[config.mk]
export PLATFORM = sky130hd
export DESIGN_NAME = swsc_hash
export DESIGN_NICKNAME = d
export VERILOG_FILES = /design/src/rtl/sliding_window_source_counter_unit_defines.svh /design/src/rtl/swsc_pkg.sv /design/src/rtl/swsc_hash.sv
export SDC_FILE = /design/constraint.sdc
export NUM_CORES = 1
export LEC_CHECK = 0
export BUFFER_PORTS_ARGS = -buffer_cell sky130_fd_sc_hd__buf_2
export CORE_AREA = 4 4 173 175
export CTS_BUF_LIST = sky130_fd_sc_hd__clkbuf_4
export DETAILED_ROUTE_END_ITERATION = 8
export DIE_AREA = 0 0 177 179
export PLACE_DENSITY_LB_ADDON = 0.25
export SLEW_MARGIN = 20
export SYNTH_ARGS = -nofsm -noshare
export SYNTH_HDL_FRONTEND = slang
export SYNTH_SLANG_ARGS = --single-unit
[constraint.sdc]
create_clock -name clk -period 6.7 [get_ports clk]
set_clock_uncertainty 0.15 [all_clocks]
set_input_delay 0.67 -clock clk [delete_from_list [all_inputs] [get_ports clk]]
set_output_delay 0.67 -clock clk [all_outputs]
set_load 0.03 [all_outputs]
[src/rtl/sliding_window_source_counter_unit_defines.svh]
// ----------------------------------------------------------------------------
// Sliding window source counter - assertion macros
// Shared property templates for the concurrent checks of the block.
// ----------------------------------------------------------------------------
`ifndef SLIDING_WINDOW_SOURCE_COUNTER_UNIT_DEFINES_SVH
`define SLIDING_WINDOW_SOURCE_COUNTER_UNIT_DEFINES_SVH

// Same-cycle implication, sampled on clk, held off during reset
`define SWSC_ASSERT_NOW(lbl, ante, cons, msg) \
    lbl: assert property (@(posedge clk) disable iff (!rst_n) (ante) |-> (cons)) \
        else $error(msg);

// Next-cycle implication, sampled on clk, held off during reset
`define SWSC_ASSERT_NEXT(lbl, ante, cons, msg) \
    lbl: assert property (@(posedge clk) disable iff (!rst_n) (ante) |=> (cons)) \
        else $error(msg);

`endif

[src/rtl/swsc_pkg.sv]
// ----------------------------------------------------------------------------
// swsc_pkg
// Field widths, sizes and hash constants of the sliding window source counter.
// ----------------------------------------------------------------------------
package swsc_pkg;

    localparam int TIME_W  = 64;
    localparam int ID_W    = 32;
    localparam int DELTA_W = 32;
    localparam int COUNT_W = 11;

    localparam int RING_DEPTH_DEF   = 1024;
    localparam int BUCKET_COUNT_DEF = 4096;

    localparam logic [COUNT_W-1:0] COUNT_MAX = '1;

    // Hash finalizer multipliers
    localparam logic [ID_W-1:0] HASH_C1 = 32'h85ebca6b;
    localparam logic [ID_W-1:0] HASH_C2 = 32'hc2b2ae35;

endpackage

[src/rtl/swsc_hash.sv]
// ----------------------------------------------------------------------------
// swsc_hash
// Two-stage pipelined 32-bit hash finalizer, masked to the bucket index width.
// ----------------------------------------------------------------------------
module swsc_hash
    import swsc_pkg::*;
#(
    parameter int BUCKET_COUNT = BUCKET_COUNT_DEF
) (
    input  logic                            clk,
    input  logic [ID_W-1:0]                 key,
    output logic [$clog2(BUCKET_COUNT)-1:0] bucket
);

    localparam int BKT_W = $clog2(BUCKET_COUNT);

    logic [ID_W-1:0] s1_reg;
    logic [ID_W-1:0] s1_next;
    logic [ID_W-1:0] s2_reg;
    logic [ID_W-1:0] s2_next;
    logic [ID_W-1:0] mix1;
    logic [ID_W-1:0] mix2;
    logic [ID_W-1:0] mix3;

    // Fold and multiply, one multiplier per stage
    always_comb
    begin
        mix1    = key ^ (key >> 16);
        s1_next = mix1 * HASH_C1;
        mix2    = s1_reg ^ (s1_reg >> 13);
        s2_next = mix2 * HASH_C2;
        mix3    = s2_reg ^ (s2_reg >> 16);
    end

    always_ff @(posedge clk)
    begin
        s1_reg <= s1_next;
        s2_reg <= s2_next;
    end

    assign bucket = mix3[BKT_W-1:0];

endmodule

Word-level counts from Yosys, hierarchy flattened --
Index checks and enable logic that the tools add are counted.
Storage, ports and cells: register bits after elaboration 60, bits in latches 0, memory bits (writable) 0, bits in read-only memories 0, input bits 33, output and inout bits 12, logic and storage cells 7, memories 0
Cells by class: add/sub/neg operators 0, multipliers 2, divide/modulo/power cells 0, magnitude comparators 0, eq/ne operators 0, shifts and indexed selects 0, muxes and demuxes 0, bitwise gates (word level) 3, reduce and logical (&&, ||, !) cells 0
Operator list (number):
- multiplier 32 x 31 -> 28 bit, second input constant | 1
- multiplier 32 x 32 -> 32 bit, second input constant | 1
- bitwise XOR 32 x 16 -> 32 bit | 1
- bitwise XOR 32 x 19 -> 32 bit | 1
- bitwise XOR 12 bit | 1

Depth between registers and ports, before layout --
depth in word-level cells 2, gate-level depth with buffers 26, mapped depth without buffers 26

Worst setup path before layout --
Ideal clock, no wire load.
path kind in2reg, from input key[12], to register s1_reg[31], library setup time 0.121 ns, data arrival time 6.651 ns, slack -0.221 ns, cell stages on the path 23, cells stage by stage xor2_1 -> ha_1 -> ha_1 -> fa_1 -> inv_1 -> fa_1 -> inv_1 -> fa_1 -> inv_1 -> fa_1 -> inv_1 -> fa_1 -> fa_1 -> ha_1 -> inv_1 -> o31ai_1 -> nor2b_1 -> a21oi_1 -> a311oi_2 -> o21ai_1 -> nand4_1 -> and3_1 -> xnor2_1
On the way: word-level cells in the longest chain between the ends 2
RTL lines:
- start: declaration | line swsc_hash.sv:11 | input logic [ID_W-1:0] key,
- bitwise XOR 32 x 16 -> 32 bit | line swsc_hash.sv:28 | mix1 = key ^ (key >> 16);
- multiplier 32 x 32 -> 32 bit | line swsc_hash.sv:29 | s1_next = mix1 * HASH_C1;
- named net s1_next[31] | line swsc_hash.sv:18 | logic [ID_W-1:0] s1_next;
- end signal: assignment | line swsc_hash.sv:37 | s1_reg <= s1_next;
- end: declaration | line swsc_hash.sv:17 | logic [ID_W-1:0] s1_reg;
The timed path passes the listed nets, and every way through them passes these cells.

Worst setup path after layout --
from register s1_reg[14], to register s2_reg[27]
On the way: word-level cells in the longest chain between the ends 2
RTL lines:
- bitwise XOR 32 x 19 -> 32 bit | line swsc_hash.sv:30 | mix2 = s1_reg ^ (s1_reg >> 13);
- multiplier 32 x 31 -> 28 bit | line swsc_hash.sv:31 | s2_next = mix2 * HASH_C2;
- named net s2_next[27] | line swsc_hash.sv:20 | logic [ID_W-1:0] s2_next;
- end signal: assignment | line swsc_hash.sv:38 | s2_reg <= s2_next;
- end: declaration | line swsc_hash.sv:19 | logic [ID_W-1:0] s2_reg;
The timed path passes the listed nets, and every way through them passes these cells.

==> flow_summary.ini <==
[route]
num_vias = 11400
dr.pass1.iters = 4
detail-route-antenna-nets = 0
wl_um = 44100
drt_iter0_markers = 383
detail_route.wl_per_cell_um = 19.8
drc = 0
viasPerCell = 5.09

[clock_tree]
clkLatencyLatePin_ps = 450
path_clk_slew_ps = 190
cts_htree_levels = 2
cts_buffer_depth = 2
root_buffer = clkbuf_4
clock_sinks = 56
hold_buffers = 0
cts_tree = built
cts_buffers = 5

[setup_path]
crit_type = reg -> reg
crit_fanout = 4
cpMaxStageDelayCell = fa_1
crit_chain = xnor2_2 > inv_1 > ha_1 > ha_1 > inv_1 > fa_1 > inv_1 > fa_1 > inv_1 > fa_1 > inv_1 > fa_1 > fa_1 > ha_1 > o21ai_1 > nand2b_1 > a21oi_1 > nor2b_1 > a21oi_1 > a21oi_1 > o41ai_2 > buf_4 > xnor2_1
worstPathArrival_ps = 6700
cp_slowest_stage_delay_ps = 550
cp-start-kind = register
endpoint_kind = register
required_ps = 6940

[yosys]
yosysTopAreaCell = fa_1
synth_edf_count = 0
synthSimpleGateAreaFrac = 0.0218
synth_warnings = 0
synth_top_area_share = 0.410
synth_area_per_cell_um2 = 10.4
synth_cells = 1619
ys_ff_latch = 56
yosysSeqAreaShare = 0.0667
synthArstFlopShare = 0
synth_compound_area_frac = 0.0464
synth_mux_area_frac = 0
syn_nets = 2340
yosysUniqueCellTypes = 47
yosys.area_share.adder = 0.666
synth_ff_type = dfxtp_1
synthesis.area_um2 = 16800
synthTopCellsByArea = fa_1, ha_1, inv_1, dfxtp_1, xnor2_1
synth_xor_area_frac = 0.0798
synth_top_family_by_area = adder cells

[timing]
setup_ws_ps = 242
min_period_over_period = 0.964
hold_viol = 0
finalCriticalPeriod_ps = 6460
clock.fmax_ghz = 0.155
worst_pin_slew_ps = 651
slew_viol_final = 0
finalSetupViolCount = 0
slew_headroom = 0.563

[grt]
grt.met1_usage = 0.317
grt_pass1_vias = 13100
groute.layer.met2.usage = 0.570
overflow = 0
grt_busiest_layer = met2
antenna_found_initial = 1
grt_max_degree = 19
grt_pass1_wl_um = 69200
grt_usage = 0.295
grt_use_met3 = 0.0183

[die]
die_w_um = 177
io_pins = 45
die_y_um = 179
dieArea_um2 = 31700
core_area_um2 = 28500
initial_core_util = 0.590
rows = 62

[cells_and_area]
post-route-util = 0.671
drive_gt1_frac = 0.142
multiInputGateArea_um2 = 13800
finalNetCount = 2570
largest_register_ffs = 32
regArea_um2 = 1120
area_delta_synth_final_pct = 13.6
n_fill_cell = 2330

[status]
status = completed

[placed_design]
gp_congestion = 0.952
dp_hpwl_um = 41200
post-place-ws_ps = -442
numPortBuffers = 44

[worst_hold_path]
hp-class = reg -> reg

[run]
maxCapViolCount = 0
synthesized netlist by cell type, types with 2 or more instances:
library cell / n
o21ai_0: 7
o21a_1: 6
nand2_1: 16
nand3_1: 5
o31ai_1: 4
nor3_1: 3
nand4_1: 2
o211ai_1: 2
a21o_1: 16
fa_1: 344
nor2_1: 23
a211o_1: 2
and3_1: 4
xor2_1: 54
or3_1: 2
a211oi_1: 5
a21oi_1: 37
dfxtp_1: 56
o21ai_1: 12
and2_1: 2
a31oi_1: 5
inv_1: 532
nand2b_1: 5
xnor2_1: 99
ha_1: 344
o21bai_1: 6
nor2b_1: 6
cells in the final DEF, fill, tap and decap left out, drive strengths merged, types with 7 or more instances in the layout:
master | synthesis | layout
a21o | 16 | 16
a21oi | 38 | 38
buf | 0 | 223
dfxtp | 56 | 56
fa | 344 | 344
ha | 344 | 344
inv | 532 | 532
nand2 | 16 | 16
nor2 | 23 | 23
o21ai | 19 | 19
o21bai | 7 | 7
xnor2 | 99 | 99
xor2 | 54 | 54
critical path, delay by kind of cell (launching register included):
kind                       cells  cell delay, ps
AOI/OAI and AO/OA              5            1240
xor gates and xnor gates       2             450
adders and majority gates      8            3360
buffers and inverters          6             610
DFF                            1             430
and+or+nand+nor                2             170
through the flow:
stage                     area (µm²)  setup TNS (ps)  std cells  hold slack, ps
final                          19100               0       2235             511
after global routing           19100           -47.6       2235             546
after CTS                      18900               0       2229             518
after detailed placement       18900           -1630       2221             485
after global placement         18900            -896       2221             477
after floorplan                16800               0       1619             394
routing by layer:
metal,wire (µm),vias to the layer above
li1,-,5329
met1,16200,5674
met2,24000,256
met3,998,122
met4,2970,0
met5,0,-
final cells by class:
| type | instances | area share |
|---|---|---|
| diodes | 1 | 0.000131 |
| inverters | 533 | 0.105 |
| flip-flops and latches | 56 | 0.0587 |
| multi-input cells | 1030 | 0.725 |
| well taps | 384 | 0.0252 |
| clock inverters | 3 | 0.00118 |
| clock buffers | 5 | 0.00197 |
| repair buffers | 223 | 0.0832 |
cells by family (layout without fill, tap and decap cells):
kind of cell / after synthesis / after routing
AO/OA/AOI/OAI: 115 / 115
XOR/XNOR: 153 / 153
adder cells (fa/ha/maj): 688 / 688
buffers and inverters: 533 / 764
flip-flops: 56 / 56
other: 0 / 1
AND/OR/NAND/NOR: 74 / 74
path summary, 6_finish.rpt:
check / from / end / slack, ps / cells past startpoint
setup / recovery: s1_reg[14]$_DFF_P_ / s2_reg[27]$_DFF_P_ / 240 / 23
hold / removal: s1_reg[1]$_DFF_P_ / s2_reg[1]$_DFF_P_ / 510 / 2
setup reg to reg: s1_reg[14]$_DFF_P_ / s2_reg[27]$_DFF_P_ / 240 / 23
hold reg to reg: s1_reg[1]$_DFF_P_ / s2_reg[1]$_DFF_P_ / 510 / 2
timing repair:
| item | in CTS | in global routing |
|---|---|---|
| setup buffers | 0 | 5 |
| gates resized for setup | 1 | 20 |
| pin swaps | 0 | 3 |
| endpoints found under the setup margin | 1 | 5 |
Power is not shown: default switching activity piles up to over one toggle a cycle in this logic, so the estimate is an artifact.
